$ cat config.mk
export PLATFORM = sky130hd
export DESIGN_NAME = quadrature_position_counter_top
export DESIGN_NICKNAME = d
export VERILOG_FILES = /design/src/design/qpc_pkg.sv /design/src/design/quadrature_position_counter_top.sv /design/src/design/qpc_front.sv /design/src/design/qpc_queue.sv /design/src/design/qpc_back.sv
export SDC_FILE = /design/constraint.sdc
export NUM_CORES = 1
export LEC_CHECK = 0
export ABC_AREA = 1
export ABC_CLOCK_PERIOD_IN_PS = 4490
export CELL_PAD_IN_SITES_DETAIL_PLACEMENT = 1
export CELL_PAD_IN_SITES_GLOBAL_PLACEMENT = 2
export CORE_UTILIZATION = 37
export DETAILED_ROUTE_END_ITERATION = 7
export DONT_BUFFER_PORTS = 1
export PLACE_DENSITY_LB_ADDON = 0.15
export SKIP_CTS_REPAIR_TIMING = 1
export SYNTH_ARGS = -nofsm -noshare
export SYNTH_HDL_FRONTEND = slang
export SYNTH_HIERARCHICAL = 1
export SYNTH_SLANG_ARGS = --single-unit
$ cat constraint.sdc
create_clock -name clk -period 4.49 [get_ports clk]
set_input_delay 0.2245 -clock clk [delete_from_list [all_inputs] [get_ports clk]]
set_output_delay 0.2245 -clock clk [all_outputs]
set_load 0.02 [all_outputs]
$ cat src/design/qpc_pkg.sv
`default_nettype none
package qpc_pkg;

  localparam int unsigned PPR_W         = 16;
  localparam int unsigned REV_W         = 32;
  localparam int unsigned DIR_W         = 2;
  localparam int unsigned CFG_IDX_W     = 2;
  localparam int unsigned CFG_DATA_W    = 16;
  localparam int unsigned IN_DATA_W     = 8;
  localparam int unsigned OUT_DATA_W    = 56;
  localparam int unsigned QUEUE_DEPTH   = 2;
  localparam int unsigned EDGES_DEFAULT = 4;

  localparam logic [PPR_W-1:0] PPR_RESET = 16'd1024;

  localparam logic [DIR_W-1:0] DIR_NONE = 2'b00;
  localparam logic [DIR_W-1:0] DIR_UP   = 2'b01;
  localparam logic [DIR_W-1:0] DIR_DOWN = 2'b11;

  typedef enum logic [CFG_IDX_W-1:0] {
    CFG_PPR     = 2'd0,
    CFG_INVERT  = 2'd1,
    CFG_INDEX   = 2'd2,
    CFG_ENABLED = 2'd3
  } cfg_reg_t;

  typedef enum logic {
    OP_TICK = 1'b0,
    OP_ZERO = 1'b1
  } op_kind_t;

  typedef struct packed {
    op_kind_t kind;
    logic     has_step;
    logic     step_up;
    logic     z_load;
    logic     z_val;
  } op_t;

  typedef struct packed {
    logic                  wr;
    cfg_reg_t              idx;
    logic [CFG_DATA_W-1:0] data;
  } cfg_wr_t;

  // Step of an AB transition: DIR_UP, DIR_DOWN or DIR_NONE for unchanged or invalid.
  function automatic logic [DIR_W-1:0] step_lookup(input logic [1:0] prev_ab,
                                                   input logic [1:0] ab);
    logic [DIR_W-1:0] d;
    d = DIR_NONE;
    case ({prev_ab, ab})
      4'b0001, 4'b0111, 4'b1000, 4'b1110: d = DIR_DOWN;
      4'b0010, 4'b0100, 4'b1011, 4'b1101: d = DIR_UP;
      default: d = DIR_NONE;
    endcase
    return d;
  endfunction

endpackage
`default_nettype wire

$ cat src/design/quadrature_position_counter_top.sv
// Channel  Dir  Handshake             Payload
// s_*      in   s_tvalid / s_tready   tuser: cmd; tdata: level_a, level_b, level_z
// m_*      out  m_tvalid / m_tready   tdata: count_in_rev, rev_count, last_dir, index_seen
// cfg_*    in   cfg_valid / cfg_ready cfg_index: register, cfg_data: value
//
// One item per clock sustained while m_tready stays high; each item passes front
// decode, the two-entry queue and the back update with its output register.
// rst is synchronous; ppr resets to 1024 counts per rev, other control state to zero.
// A stalled m_tready fills the queue, after which s_tready drops.
// cfg_ready is always high; writes are expected only while the block is idle.
`default_nettype none
module quadrature_position_counter_top #(
  parameter int unsigned EDGES_PER_COUNT = qpc_pkg::EDGES_DEFAULT
) (
  input  wire logic                             clk,
  input  wire logic                             rst,
  input  wire logic                             s_tvalid,
  output logic                                  s_tready,
  input  wire logic [qpc_pkg::IN_DATA_W-1:0]    s_tdata,   // [0] level_a, [1] level_b, [2] level_z
  input  wire logic                             s_tuser,   // [0] cmd
  output logic                                  m_tvalid,
  input  wire logic                             m_tready,
  output logic [qpc_pkg::OUT_DATA_W-1:0]        m_tdata,   // [15:0] count_in_rev, [47:16] rev_count,
                                                           // [49:48] last_dir, [50] index_seen
  input  wire logic                             cfg_valid,
  output logic                                  cfg_ready,
  input  wire logic [qpc_pkg::CFG_IDX_W-1:0]    cfg_index,
  input  wire logic [qpc_pkg::CFG_DATA_W-1:0]   cfg_data
);

  qpc_pkg::cfg_wr_t          cfg;
  qpc_pkg::op_t              front_op;
  qpc_pkg::op_t              back_op;
  logic                      back_valid;
  logic                      back_ready;
  logic [qpc_pkg::PPR_W-1:0] out_pos;
  logic [qpc_pkg::REV_W-1:0] out_rev;
  logic [qpc_pkg::DIR_W-1:0] out_dir;
  logic                      out_z;

  assign cfg_ready = 1'b1;
  assign cfg.wr    = cfg_valid && cfg_ready;
  assign cfg.idx   = qpc_pkg::cfg_reg_t'(cfg_index);
  assign cfg.data  = cfg_data;

  assign m_tdata = {5'b00000, out_z, out_dir, out_rev, out_pos};

  qpc_front u_front (
    .clk      (clk),
    .rst      (rst),
    .cfg      (cfg),
    .in_valid (s_tvalid),
    .in_cmd   (s_tuser),
    .in_a     (s_tdata[0]),
    .in_b     (s_tdata[1]),
    .in_z     (s_tdata[2]),
    .q_ready  (s_tready),
    .op       (front_op)
  );

  qpc_queue #(
    .DEPTH (qpc_pkg::QUEUE_DEPTH)
  ) u_queue (
    .clk       (clk),
    .rst       (rst),
    .in_valid  (s_tvalid),
    .in_ready  (s_tready),
    .in_op     (front_op),
    .out_valid (back_valid),
    .out_ready (back_ready),
    .out_op    (back_op)
  );

  qpc_back #(
    .EDGES_PER_COUNT (EDGES_PER_COUNT)
  ) u_back (
    .clk       (clk),
    .rst       (rst),
    .cfg       (cfg),
    .op_valid  (back_valid),
    .op_ready  (back_ready),
    .op        (back_op),
    .out_valid (m_tvalid),
    .out_ready (m_tready),
    .out_pos   (out_pos),
    .out_rev   (out_rev),
    .out_dir   (out_dir),
    .out_z     (out_z)
  );

endmodule
`default_nettype wire

$ cat src/design/qpc_front.sv
`default_nettype none
module qpc_front (
  input  wire logic                      clk,
  input  wire logic                      rst,
  input  wire qpc_pkg::cfg_wr_t          cfg,
  input  wire logic                      in_valid,
  input  wire logic                      in_cmd,
  input  wire logic                      in_a,
  input  wire logic                      in_b,
  input  wire logic                      in_z,
  input  wire logic                      q_ready,
  output qpc_pkg::op_t                   op
);

  logic [1:0]             prev_ab;
  logic                   invert;
  logic                   index_present;
  logic                   enabled;
  logic [1:0]             ab;
  logic [qpc_pkg::DIR_W-1:0] d;
  logic                   accept;

  assign ab     = {in_a, in_b};
  assign d      = qpc_pkg::step_lookup(prev_ab, ab);
  assign accept = in_valid && q_ready;

  always_comb begin
    op.kind     = in_cmd ? qpc_pkg::OP_ZERO : qpc_pkg::OP_TICK;
    op.has_step = !in_cmd && enabled && (d != qpc_pkg::DIR_NONE);
    op.step_up  = (d == qpc_pkg::DIR_UP) ^ invert;
    op.z_load   = !in_cmd && enabled && index_present;
    op.z_val    = in_z;
  end

  always_ff @(posedge clk) begin
    if (rst) begin
      prev_ab       <= 2'b00;
      invert        <= 1'b0;
      index_present <= 1'b0;
      enabled       <= 1'b0;
    end else begin
      if (cfg.wr) begin
        case (cfg.idx)
          qpc_pkg::CFG_INVERT:  invert        <= cfg.data[0];
          qpc_pkg::CFG_INDEX:   index_present <= cfg.data[0];
          qpc_pkg::CFG_ENABLED: enabled       <= cfg.data[0];
          default: ;
        endcase
      end
      // capture AB on a zero command or a valid step
      if (accept && (in_cmd || op.has_step)) begin
        prev_ab <= ab;
      end
    end
  end

endmodule
`default_nettype wire

$ cat src/design/qpc_queue.sv
`default_nettype none
module qpc_queue #(
  parameter int unsigned DEPTH = qpc_pkg::QUEUE_DEPTH
) (
  input  wire logic         clk,
  input  wire logic         rst,
  input  wire logic         in_valid,
  output logic              in_ready,
  input  wire qpc_pkg::op_t in_op,
  output logic              out_valid,
  input  wire logic         out_ready,
  output qpc_pkg::op_t      out_op
);

  localparam int unsigned PW = (DEPTH > 1) ? $clog2(DEPTH) : 1;
  localparam int unsigned CW = $clog2(DEPTH + 1);
  localparam logic [PW-1:0] LAST = PW'(DEPTH - 1);
  localparam logic [CW-1:0] FULL = CW'(DEPTH);

  qpc_pkg::op_t  slots [DEPTH];
  logic [PW-1:0] wr_ptr;
  logic [PW-1:0] rd_ptr;
  logic [CW-1:0] count;
  logic          push;
  logic          pop;

  assign in_ready  = (count != FULL);
  assign out_valid = (count != '0);
  assign out_op    = slots[rd_ptr];
  assign push      = in_valid && in_ready;
  assign pop       = out_valid && out_ready;

  always_ff @(posedge clk) begin
    if (push) begin
      slots[wr_ptr] <= in_op;
    end
  end

  always_ff @(posedge clk) begin
    if (rst) begin
      wr_ptr <= '0;
      rd_ptr <= '0;
      count  <= '0;
    end else begin
      if (push) begin
        wr_ptr <= (wr_ptr == LAST) ? '0 : wr_ptr + PW'(1);
      end
      if (pop) begin
        rd_ptr <= (rd_ptr == LAST) ? '0 : rd_ptr + PW'(1);
      end
      case ({push, pop})
        2'b10:   count <= count + CW'(1);
        2'b01:   count <= count - CW'(1);
        default: count <= count;
      endcase
    end
  end

endmodule
`default_nettype wire

$ cat src/design/qpc_back.sv
`default_nettype none
module qpc_back #(
  parameter int unsigned EDGES_PER_COUNT = qpc_pkg::EDGES_DEFAULT
) (
  input  wire logic                          clk,
  input  wire logic                          rst,
  input  wire qpc_pkg::cfg_wr_t              cfg,
  input  wire logic                          op_valid,
  output logic                               op_ready,
  input  wire qpc_pkg::op_t                  op,
  output logic                               out_valid,
  input  wire logic                          out_ready,
  output logic [qpc_pkg::PPR_W-1:0]          out_pos,
  output logic [qpc_pkg::REV_W-1:0]          out_rev,
  output logic [qpc_pkg::DIR_W-1:0]          out_dir,
  output logic                               out_z
);

  localparam int unsigned EW = $clog2(EDGES_PER_COUNT) + 2;
  localparam logic signed [EW-1:0] EMAX = EW'(EDGES_PER_COUNT);

  logic [qpc_pkg::PPR_W-1:0] ppr;
  logic signed [EW-1:0]      edge_sum;
  logic [qpc_pkg::PPR_W-1:0] pos;
  logic [qpc_pkg::REV_W-1:0] rev;
  logic [qpc_pkg::DIR_W-1:0] dir;
  logic                      z;

  logic signed [EW-1:0]      edge_sum_next;
  logic [qpc_pkg::PPR_W-1:0] pos_next;
  logic [qpc_pkg::REV_W-1:0] rev_next;
  logic [qpc_pkg::DIR_W-1:0] dir_next;
  logic                      z_next;
  logic signed [EW-1:0]      sum;
  logic [qpc_pkg::PPR_W:0]   pos_inc;
  logic [qpc_pkg::PPR_W-1:0] ppr_new;
  logic                      take;

  assign op_ready = !out_valid || out_ready;
  assign take     = op_valid && op_ready;
  assign pos_inc  = {1'b0, pos} + 17'd1;
  assign sum      = edge_sum + (op.step_up ? EW'(1) : -EW'(1));
  assign ppr_new  = (cfg.data == '0) ? qpc_pkg::PPR_W'(1) : cfg.data;

  always_comb begin
    edge_sum_next = edge_sum;
    pos_next      = pos;
    rev_next      = rev;
    dir_next      = dir;
    z_next        = z;
    case (op.kind)
      qpc_pkg::OP_ZERO: begin
        edge_sum_next = '0;
        pos_next      = '0;
        rev_next      = '0;
        dir_next      = qpc_pkg::DIR_NONE;
      end
      default: begin
        if (op.has_step) begin
          dir_next      = op.step_up ? qpc_pkg::DIR_UP : qpc_pkg::DIR_DOWN;
          edge_sum_next = sum;
          if (sum >= EMAX) begin
            edge_sum_next = sum - EMAX;
            if (pos_inc >= {1'b0, ppr}) begin
              pos_next = '0;
              rev_next = rev + 32'd1;
            end else begin
              pos_next = pos_inc[qpc_pkg::PPR_W-1:0];
            end
          end else if (sum <= -EMAX) begin
            edge_sum_next = sum + EMAX;
            if (pos == '0) begin
              pos_next = ppr - 16'd1;
              rev_next = rev - 32'd1;
            end else begin
              pos_next = pos - 16'd1;
            end
          end
        end
        if (op.z_load) begin
          z_next = op.z_val;
        end
      end
    endcase
  end

  always_ff @(posedge clk) begin
    if (rst) begin
      ppr       <= qpc_pkg::PPR_RESET;
      edge_sum  <= '0;
      pos       <= '0;
      rev       <= '0;
      dir       <= qpc_pkg::DIR_NONE;
      z         <= 1'b0;
      out_valid <= 1'b0;
    end else begin
      if (cfg.wr && (cfg.idx == qpc_pkg::CFG_PPR)) begin
        ppr      <= ppr_new;
        edge_sum <= '0;
        if (pos >= ppr_new) begin
          pos <= '0;
        end
      end else if (take) begin
        edge_sum <= edge_sum_next;
        pos      <= pos_next;
        rev      <= rev_next;
        dir      <= dir_next;
        z        <= z_next;
      end
      if (take) begin
        out_valid <= 1'b1;
      end else if (out_ready) begin
        out_valid <= 1'b0;
      end
    end
  end

  // hold the result until the transfer completes
  always_ff @(posedge clk) begin
    if (take) begin
      out_pos <= pos_next;
      out_rev <= rev_next;
      out_dir <= dir_next;
      out_z   <= z_next;
    end
  end

endmodule
`default_nettype wire

==> impl_results.md <==
- Max-slew violations: 0
- WHS Endpoint: u_back/ppr[3]
- First-pass GRT wire length: a little under 50000 µm
- Hold Vio Cnt, Final: 4
- Setup TNS: 0 ns
- Initial drt markers: 417
- CP Capture Type: flip-flop
- GPL Wtd Cong: approximately 0.8
- Worst hold stages: 2
- CORE AREA: around 26000 µm²
- Final antenna-violating net count: 0
- Final setup viols: 0
- Leakage power: 5.00 nW
- Total Power: 9.19 mW
- Fin crit period: roughly 4.1 ns
- Overall routing resource usage: 23.2%
- Worst-path fanout max: 24
- Slew @ Worst Pin: 1.13 ns
- Syn. warnings: 6
- Vias in the first global route: a little under 9000
- Die ar.: 27200 µm²
- Worst skew pair latency: about 0.43 ns
- CTS H-tree depth: 4
- Pwr dens: 851 nW/µm²
- DRC viols: 0
- GR Util met3: 2.59%
- RSZ-0062 raised after global routing: no
- TritonCTS clock tree: done
- Hold path start: cfg_data[3]
- Critical path arrival: 4.43 ns
- Failing checks: negative hold slack
- Kind of critical path: flip-flop to flip-flop
- CP startpoint kind: flip-flop
- Fin nets: around 1400
- Via density per instance: 5.22
- Mapped cell area: 9830 µm²
- Detailed Route WL: about 30000 µm
- Reg2Reg Depth: 23
- Yosys cell types: just over 60
- Peak VDD IR: 0.000360 V
- Routing usage on met1: 30.1%
- # IOs: 91
- Layout Skew: approximately 0.014 ns
- CTS buffer count: 17
- Layout cells sized above 1: 8.67%
- FF-to-FF Start: u_back/pos[1]
- Clock sinks: between 100 and 150
- Bufs on Longest Clock Path: 2
- Synthesis-to-finish area growth: 9.78%
- Synth Register Bits: 143
- ANT cells: 0
- Seq/Total Area, Yosys: 35.3%
- Max_cap viols: 0
- Tcrit/Tclk final: 90.8%
- Number of iterations in the first detailed-routing pass: 5
- Grt peak-use layer: met2
- Initial antenna violation count: 0
- Largest area contributor in the netlist: edfxtp_1
- Die width: ~160 µm
- Starting Density: 37.7%
- Status: finished, violations left
- Die Ht: 165 µm
- DP HPWL: 22000 µm
- Largest net degree at the start of global routing: 84
- Worst R2R Setup Slack: 0.41 ns
- GRT Residual Overflow: 0
- Max Clk Rate: 245 MHz
- Top cells by area, synth: edfxtp_1, dfxtp_1, nand2_1
- Cell count after synthesis: 1368
- # rows: 59
- Met2 usage: 40.3%
- Slew headroom: 24.6%
- Mean area per synthesized cell: 7.18 µm²
- DR vias: 8918
- Clk slew on worst S/H paths: 0.07 ns
- Synth top area share: a little under a fifth
- Drt wl/cell: 17.7 µm
- HP Class: input port to flip-flop
- Port Buffers: 0
- Worst r2r dst: u_back/pos[2]
- Final Hold Slack: -0.0205 ns
- WP data required: 4.84 ns
- Root buf cell: clkbuf_16
-- cell type report --
cell class | instances | area, µm²
Fill cell | 3294 | 15300
Multi-Input combinational cell | 947 | 5180
Sequential cell | 143 | 3470
Inverter | 218 | 828
Clock buffer | 22 | 475
Tap cell | 335 | 419
Timing Repair Buffer | 32 | 288
Clock inverter | 10 | 126
-- per-stage QoR --
step                      cell area [µm²]  setup WS (ns)  util, %  std cells
after detailed placement            10000          0.449     38.5       1661
after global placement              10000          0.492     38.5       1661
after floorplan                      9840           1.29        -       1372
final                               10800          0.413     41.4       1707
after CTS                           10600          0.435     40.9       1693
after global routing                10800        0.00244     41.4       1707
-- synth_stat cells, drive strengths merged --
master	number
xnor2	3
nor3b	1
o211a	3
a41o	1
nand4	24
nor4	8
xor2	16
a21o	7
clkbuf	29
mux2i	1
nor2	130
dfxtp	82
mux2	5
fa	1
a21oi	116
edfxtp	61
a22oi	1
a31oi	5
clkinv	6
a21boi	3
and2	3
inv	212
o21bai	2
or2	4
o41ai	1
conb	2
o21a	2
buf	35
o21ai	77
a211oi	5
o211ai	2
ha	49
nor3	17
o311ai	1
o22ai	14
and3	2
nand2	264
o32ai	1
nand3	171
o221ai	1
-- critical path: stages (launching register included) --
cell     delay [ns]
dfxtp_1        0.50
nand3_1        0.19
nor3_1         0.38
inv_1          0.13
nor2_1         0.18
nand3_1        0.14
xor2_1         0.16
inv_1          0.09
ha_1           0.27
nand2_1        0.08
inv_1          0.04
nand2_1        0.06
nand2_1        0.05
a21oi_1        0.13
nand2_1        0.13
nand2_1        0.08
nand2_1        0.06
nand2_1        0.13
nand4_4        0.37
inv_6          0.32
nand2_1        0.08
a21oi_1        0.19
nand2_1        0.08
a21oi_1        0.14
-- cells by family (layout without fill, tap and decap cells) --
| group | after synthesis | count (layout) | share of synthesized area, % |
|---|---|---|---|
| DFF | 143 | 143 | 35.3 |
| and+or+nand+nor | 624 | 624 | 29.7 |
| xor gates and xnor gates | 19 | 19 | 1.69 |
| other | 2 | 6 | 0.0764 |
| muxes | 6 | 6 | 0.675 |
| adders and majority gates | 50 | 50 | 6.44 |
| AOI/OAI and AO/OA | 242 | 242 | 13.8 |
| buffers and inverters | 282 | 282 | 12.2 |
-- registers in the layout (all words and copies together), names as in the netlist, named ones only --
register,cells
u_back/out_rev,32
u_back/rev,32
u_back/out_pos,16
u_back/pos,16
u_back/ppr,16
u_queue/slots,10
u_back/edge_sum,4
u_back/dir,2
u_back/out_dir,2
u_front/prev_ab,2
u_queue/count,2
u_back/out_valid,1
u_back/out_z,1
u_back/z,1
u_front/enabled,1
u_front/index_present,1
u_front/invert,1
u_queue/rd_ptr,1
u_queue/wr_ptr,1
-- metal layers --
metal	wire [µm]	vias to the layer above	part of all wire (%)
li1	-	4487	-
met1	14200	4277	47
met2	15000	132	50
met3	695	22	2.3
met4	362	0	1.2
met5	0	-	0
-- cell usage in the layout, fill, tap and decap left out, types with 6 or more instances in the layout --
cell type and instances:
nand2_1 246, inv_1 201, nand3_1 161, a21oi_1 114
nor2_1 112, dfxtp_1 82, o21ai_0 68, edfxtp_1 61
ha_1 49, nand4_1 23, clkbuf_16 18, buf_4 17
xor2_1 16, dlygate4sd3_1 14, nor3_1 14, o22ai_1 14
nor2_2 13, nand2_2 12, inv_2 10, nand3_2 8
nor4_1 8, a21o_1 7, conb_1 6, nand2_4 6
-- how the worst max path moves through the flow --
stage                                     to  depth (start not counted)          start  slack [ns]
final                          u_back/pos[2]                         23  u_back/pos[1]        0.41
after global routing           u_back/pos[2]                         23  u_back/pos[0]       0.002
after CTS                      u_back/pos[2]                         23  u_back/pos[0]        0.44
after detailed placement       u_back/pos[2]                         23  u_back/pos[0]        0.45
after global placement     u_back/out_pos[4]                         21  u_back/pos[0]        0.49
after floorplan           u_back/out_rev[28]                         13      flip-flop        1.29
-- report_power, final --
part           internal [mW]  leakage, nW  switching [mW]
combinational           1.51         3.44            3.54
clock                  0.877        0.289           0.618
sequential              1.96         1.27           0.685
No activity file was read; power rests on OpenSTA's default activity.
